**config.mk**
```make
export PLATFORM = sky130hd
export DESIGN_NAME = lew_move_pick
export DESIGN_NICKNAME = d
export VERILOG_FILES = /design/src/rtl/lew_pkg.sv /design/src/rtl/lew_move_pick.sv
export SDC_FILE = /design/constraint.sdc
export NUM_CORES = 1
export LEC_CHECK = 0
export BUFFER_PORTS_ARGS = -buffer_cell sky130_fd_sc_hd__buf_2
export CORE_UTILIZATION = 25
export DETAILED_ROUTE_END_ITERATION = 8
export PLACE_DENSITY = 0.4
export SYNTH_ARGS = -nofsm -noshare
export SYNTH_HDL_FRONTEND = slang
export SYNTH_SLANG_ARGS = --single-unit
```
**constraint.sdc**
```tcl
create_clock -name vclk -period 9.2
set_input_delay 0.46 -clock vclk [all_inputs]
set_output_delay 0.46 -clock vclk [all_outputs]
set_load 0.02 [all_outputs]
```
**src/rtl/lew_pkg.sv**
```systemverilog
// ----------------------------------------------------------------------------
// lew_pkg: shared types and constants of the lattice exclusion walk core
// Payload structs, operation and status codes, register indexes, the
// sequencer states and the modulo-three reduction used by the move picker.
// ----------------------------------------------------------------------------
package lew_pkg;

   localparam int SIDE_DEF   = 64;
   localparam int ID_W       = 12;
   localparam int POS_W      = 6;
   localparam int SZ_W       = 7;
   localparam int ORG_W      = 12;
   localparam int FULL_W     = 13;
   localparam int RND_W      = 16;
   localparam int OP_W       = 2;
   localparam int STAT_W     = 2;
   localparam int CSR_IDX_W  = 3;
   localparam int CSR_DATA_W = 13;

   localparam logic [OP_W-1:0] OP_CREATE = 2'd0;
   localparam logic [OP_W-1:0] OP_MOVE   = 2'd1;
   localparam logic [OP_W-1:0] OP_REMOVE = 2'd2;

   localparam logic [STAT_W-1:0] STAT_OK    = 2'd0;
   localparam logic [STAT_W-1:0] STAT_OOB   = 2'd1;
   localparam logic [STAT_W-1:0] STAT_EMPTY = 2'd2;

   localparam logic [CSR_IDX_W-1:0] CSR_SUB_WIDTH   = 3'd0;
   localparam logic [CSR_IDX_W-1:0] CSR_SUB_HEIGHT  = 3'd1;
   localparam logic [CSR_IDX_W-1:0] CSR_ORIGIN_X    = 3'd2;
   localparam logic [CSR_IDX_W-1:0] CSR_ORIGIN_Y    = 3'd3;
   localparam logic [CSR_IDX_W-1:0] CSR_FULL_WIDTH  = 3'd4;
   localparam logic [CSR_IDX_W-1:0] CSR_FULL_HEIGHT = 3'd5;

   localparam logic [SZ_W-1:0]   SUB_SIZE_RST  = 7'd64;
   localparam logic [ORG_W-1:0]  ORIGIN_RST    = 12'd0;
   localparam logic [FULL_W-1:0] FULL_SIZE_RST = 13'd64;

   typedef enum logic [1:0] {
      DIR_DOWN  = 2'd0,
      DIR_RIGHT = 2'd1,
      DIR_UP    = 2'd2,
      DIR_LEFT  = 2'd3
   } lew_dir_type;

   typedef enum logic [2:0] {
      ST_IDLE,
      ST_LOOK,
      ST_PROBE,
      ST_DECIDE,
      ST_WR_TARGET,
      ST_WR_CENTER
   } lew_state_type;

   typedef struct packed {
      logic [OP_W-1:0]  operation;
      logic [POS_W-1:0] pos_x;
      logic [POS_W-1:0] pos_y;
      logic [ID_W-1:0]  walker_index;
      logic [RND_W-1:0] random_value;
   } lew_req_type;

   typedef struct packed {
      logic [POS_W-1:0]  result_x;
      logic [POS_W-1:0]  result_y;
      logic [ID_W-1:0]   result_walker;
      logic              did_move;
      logic [STAT_W-1:0] status;
   } lew_rsp_type;

   typedef struct packed {
      logic            used;
      logic [ID_W-1:0] id;
   } lew_entry_type;

   typedef struct packed {
      logic free_up;
      logic free_down;
      logic free_right;
      logic free_left;
   } lew_nbr_type;

   typedef struct packed {
      logic edge_l;
      logic edge_r;
      logic edge_b;
      logic edge_t;
      logic out_l;
      logic out_r;
      logic out_b;
      logic out_t;
   } lew_border_type;

   typedef struct packed {
      logic        moved;
      lew_dir_type dir;
   } lew_pick_type;

   // 4 = 1 mod 3, so base-4 digit sums keep the residue
   function automatic logic [1:0] mod3_16(input logic [RND_W-1:0] v);
      logic [4:0] s;
      logic [2:0] t;
      logic [2:0] u;
      s = '0;
      for (int i = 0; i < RND_W / 2; i++) begin
         s = s + 5'(v[2*i +: 2]);
      end
      t = 3'(s[1:0]) + 3'(s[3:2]) + 3'(s[4]);
      u = 3'(t[1:0]) + 3'(t[2]);
      return (u >= 3'd3) ? 2'(u - 3'd3) : u[1:0];
   endfunction

endpackage

```
**src/rtl/lew_move_pick.sv**
```systemverilog
// ----------------------------------------------------------------------------
// lew_move_pick: candidate move list and draw
// Orders the candidate moves from the neighbor and border flags, reduces
// the random draw modulo the list length and reports the chosen direction.
// ----------------------------------------------------------------------------
module lew_move_pick (
   input  lew_pkg::lew_nbr_type            nbr,
   input  lew_pkg::lew_border_type         border,
   input  logic [lew_pkg::RND_W-1:0]       random_value,
   output lew_pkg::lew_pick_type           pick
);
   import lew_pkg::*;

   logic [3:0]  cond;
   lew_dir_type slot_dir [4];
   lew_dir_type lst [4];
   logic [2:0]  cnt;
   logic [1:0]  sel;
   lew_dir_type dir;
   logic        dir_free;

   always_comb begin
      cond = '0;
      for (int i = 0; i < 4; i++) begin
         slot_dir[i] = DIR_DOWN;
      end
      if (border.edge_l || border.edge_r || border.edge_b || border.edge_t) begin
         if (border.edge_b) begin
            cond[0] = nbr.free_up;   slot_dir[0] = DIR_UP;
            cond[1] = !border.out_b; slot_dir[1] = DIR_DOWN;
         end else if (border.edge_t) begin
            cond[0] = nbr.free_down; slot_dir[0] = DIR_DOWN;
            cond[1] = !border.out_t; slot_dir[1] = DIR_UP;
         end else begin
            cond[0] = nbr.free_up;   slot_dir[0] = DIR_UP;
            cond[1] = nbr.free_down; slot_dir[1] = DIR_DOWN;
         end
         if (border.edge_r) begin
            cond[2] = nbr.free_left;  slot_dir[2] = DIR_LEFT;
            cond[3] = !border.out_r;  slot_dir[3] = DIR_RIGHT;
         end else if (border.edge_l) begin
            cond[2] = nbr.free_right; slot_dir[2] = DIR_RIGHT;
            cond[3] = !border.out_l;  slot_dir[3] = DIR_LEFT;
         end else begin
            cond[2] = nbr.free_left;  slot_dir[2] = DIR_LEFT;
            cond[3] = nbr.free_right; slot_dir[3] = DIR_RIGHT;
         end
      end else begin
         cond[0] = nbr.free_right; slot_dir[0] = DIR_RIGHT;
         cond[1] = nbr.free_left;  slot_dir[1] = DIR_LEFT;
         cond[2] = nbr.free_up;    slot_dir[2] = DIR_UP;
         cond[3] = nbr.free_down;  slot_dir[3] = DIR_DOWN;
      end
   end

   // pack the listed moves to the front
   always_comb begin
      cnt = '0;
      for (int i = 0; i < 4; i++) begin
         lst[i] = DIR_DOWN;
      end
      for (int i = 0; i < 4; i++) begin
         if (cond[i]) begin
            lst[cnt[1:0]] = slot_dir[i];
            cnt = cnt + 3'd1;
         end
      end
   end

   always_comb begin
      unique case (cnt)
         3'd2:    sel = {1'b0, random_value[0]};
         3'd3:    sel = mod3_16(random_value);
         3'd4:    sel = random_value[1:0];
         default: sel = 2'd0;
      endcase
      dir = lst[sel];
      unique case (dir)
         DIR_UP:    dir_free = nbr.free_up;
         DIR_DOWN:  dir_free = nbr.free_down;
         DIR_RIGHT: dir_free = nbr.free_right;
         DIR_LEFT:  dir_free = nbr.free_left;
         default:   dir_free = 1'b0;
      endcase
      pick.dir   = dir;
      pick.moved = (cnt != 3'd0) && dir_free;
   end

endmodule

```
==> results.sh <==
export IMPL_outcome="finished, final reports clean"
export IMPL_netlist_top_cells_area="fa_1 (19%), ha_1 (14%), inv_1 (8.1%), nand2_1 (3.6%), a211oi_1 (3.1%)"
export IMPL_drt_iter0_drc=96
export IMPL_antenna_cells=0
export IMPL_core_mm2=0.00561
export IMPL_synthXorXnorAreaFrac_pct=2.97
export IMPL_gr_usage_met2_pct=18.9
export IMPL_hold_violations=0
export IMPL_gp_congestion=0.800
export IMPL_synth_cell_types=58
export IMPL_cp_start_kind="input pin"
export IMPL_firstDrtPassIters=4
export IMPL_cp_max_fo=5
export IMPL_synth_mux_area_share_pct=3.48
export IMPL_required_ps=8740
export IMPL_cts_setup_buffers=0
export IMPL_use_met3_pct=0.230
export IMPL_dp_hpwl_um=3220
export IMPL_register_area_um2=0
export IMPL_syn_avg_cell_area_um2=7.72
export IMPL_ys_warn_count=0
export IMPL_hold_class="in -> out"
export IMPL_setup_violations_final=0
export IMPL_post_route_util_pct=30.2
export IMPL_cts_resized=0
export IMPL_design_seq_count=0
export IMPL_portBuffers=31
export IMPL_synth_most_common_cell="inv_1"
export IMPL_tns_ps=0
export IMPL_drc=0
export IMPL_via_per_inst=5.06
export IMPL_row_count=27
export IMPL_synth_top_family_by_area="adder cells"
export IMPL_crit_arrival_ps=7130
export IMPL_grt_max_degree=17
export IMPL_fmax_ghz=0.132
export IMPL_slew_headroom_pct=57.9
export IMPL_die_x_um=78.8
export IMPL_nets=276
export IMPL_synthCells=191
export IMPL_synth_compound_area_share_pct=28.2
export IMPL_hold_buffers=0
export IMPL_drv_cap=0
export IMPL_fin_crit_sh_pct=82.5
export IMPL_dieArea_mm2=0.00621
export IMPL_crit_path_end_kind="output port"
export IMPL_drive_above_1_share_pct=20.8
export IMPL_area_growth_pct=14.8
export IMPL_grt_use_met1_pct=20.2
export IMPL_yosys_area_share_simple_pct=22.1
export IMPL_vias=1458
export IMPL_grt_overflow=0
export IMPL_grt_total_usage_pct=12.5
export IMPL_rsz0062_at_grt="no"
export IMPL_synth_common_cells="inv_1 (32), ha_1 (16), fa_1 (14), nand2_1 (14), nor2_1 (8)"
export IMPL_ant_nets=0
export IMPL_worstMarginPinSlew_ps=627
export IMPL_top_usage_layer="met1"
export IMPL_wl_per_cell_um=13.3
export IMPL_layout_min_cycle_time_ps=7590
export IMPL_crit_type="in -> out"
export IMPL_n_clock_buffer=0
export IMPL_synth_cell_area_mm2=0.00148
export IMPL_synth_seq_area_share_pct=0
export IMPL_yosysTopAreaCell="fa_1"
export IMPL_drv_slew=0
export IMPL_floorplan_initialDensity_pct=26.3
export IMPL_synth_top_area_share_pct=19.0
export IMPL_grt_pass1_vias=1359
export IMPL_wl_um=3840
export IMPL_io_pins=31
export IMPL_grt_pass1_wl_um=6450
export IMPL_synth_adder_area_share_pct=32.6
export IMPL_synth_fp_nets=249
export IMPL_antenna_found_initial=0
export IMPL_fp_dieH_um=78.8
-- critical path: stages --
cell and delay [ps]:
buf_2 90, inv_1 60, fa_1 510, fa_1 520, fa_1 540, inv_1 50, fa_1 450, ha_1 230
fa_1 420, inv_1 80, fa_1 160, inv_1 40, fa_1 360, ha_1 320, inv_1 60, fa_1 460
xnor2_1 360, mux2i_1 130, a211oi_1 330, nor3_1 160, or2_2 330, o211ai_1 370, and3_1 220, o21ai_0 90
mux2i_1 140, buf_2 170
-- per-layer routing --
metal  share of wire, %  wire length [µm]  vias up
met1                 54              2060      673
li1                   -                 -      741
met4               0.39                15        0
met3                4.9               190        4
met2                 41              1580       40
met5                  0                 0        -
-- logic make-up (layout without fill, tap and decap cells) --
logic type | Yosys count | after routing
and+or+nand+nor | 57 | 57
adders and majority gates | 30 | 30
xor gates and xnor gates | 5 | 5
buffers and inverters | 40 | 65
muxes | 5 | 5
AOI/OAI and AO/OA | 54 | 54
-- area by class of cell --
cell class | count | area [µm²]
repair buffers | 32 | 163
multi-input cells | 151 | 1320
inverters | 33 | 124
well taps | 72 | 90.1
fillers | 650 | 3910
-- layout by cell type (no fill, tap or decap), types with 5 or more instances in the layout --
master,instances
nand2_1,14
inv_1,32
nand2b_1,5
a211oi_1,6
buf_2,31
fa_1,14
o21ai_0,7
nor2_1,8
ha_1,16
nor3_1,5
-- metrics by stage --
step                hold WS [ps]  instance area (µm²)  cells  setup WS, ps
global placement            1500                 1690    288          1680
finish                      1490                 1690    288          1610
global route                1570                 1690    288          1200
floorplan                   1230                 1480    191          1830
CTS                         1500                 1690    288          1590
detailed placement          1500                 1690    288          1610
-- path summary, 6_finish.rpt --
check | startpoint | to | slack [ps] | cells past startpoint
setup / recovery | random_value[1] | pick[2] | 1610 | 26
hold / removal | nbr[1] | pick[0] | 1490 | 4
Power is not shown: default switching activity piles up to over one toggle a cycle in this logic, so the estimate is an artifact.
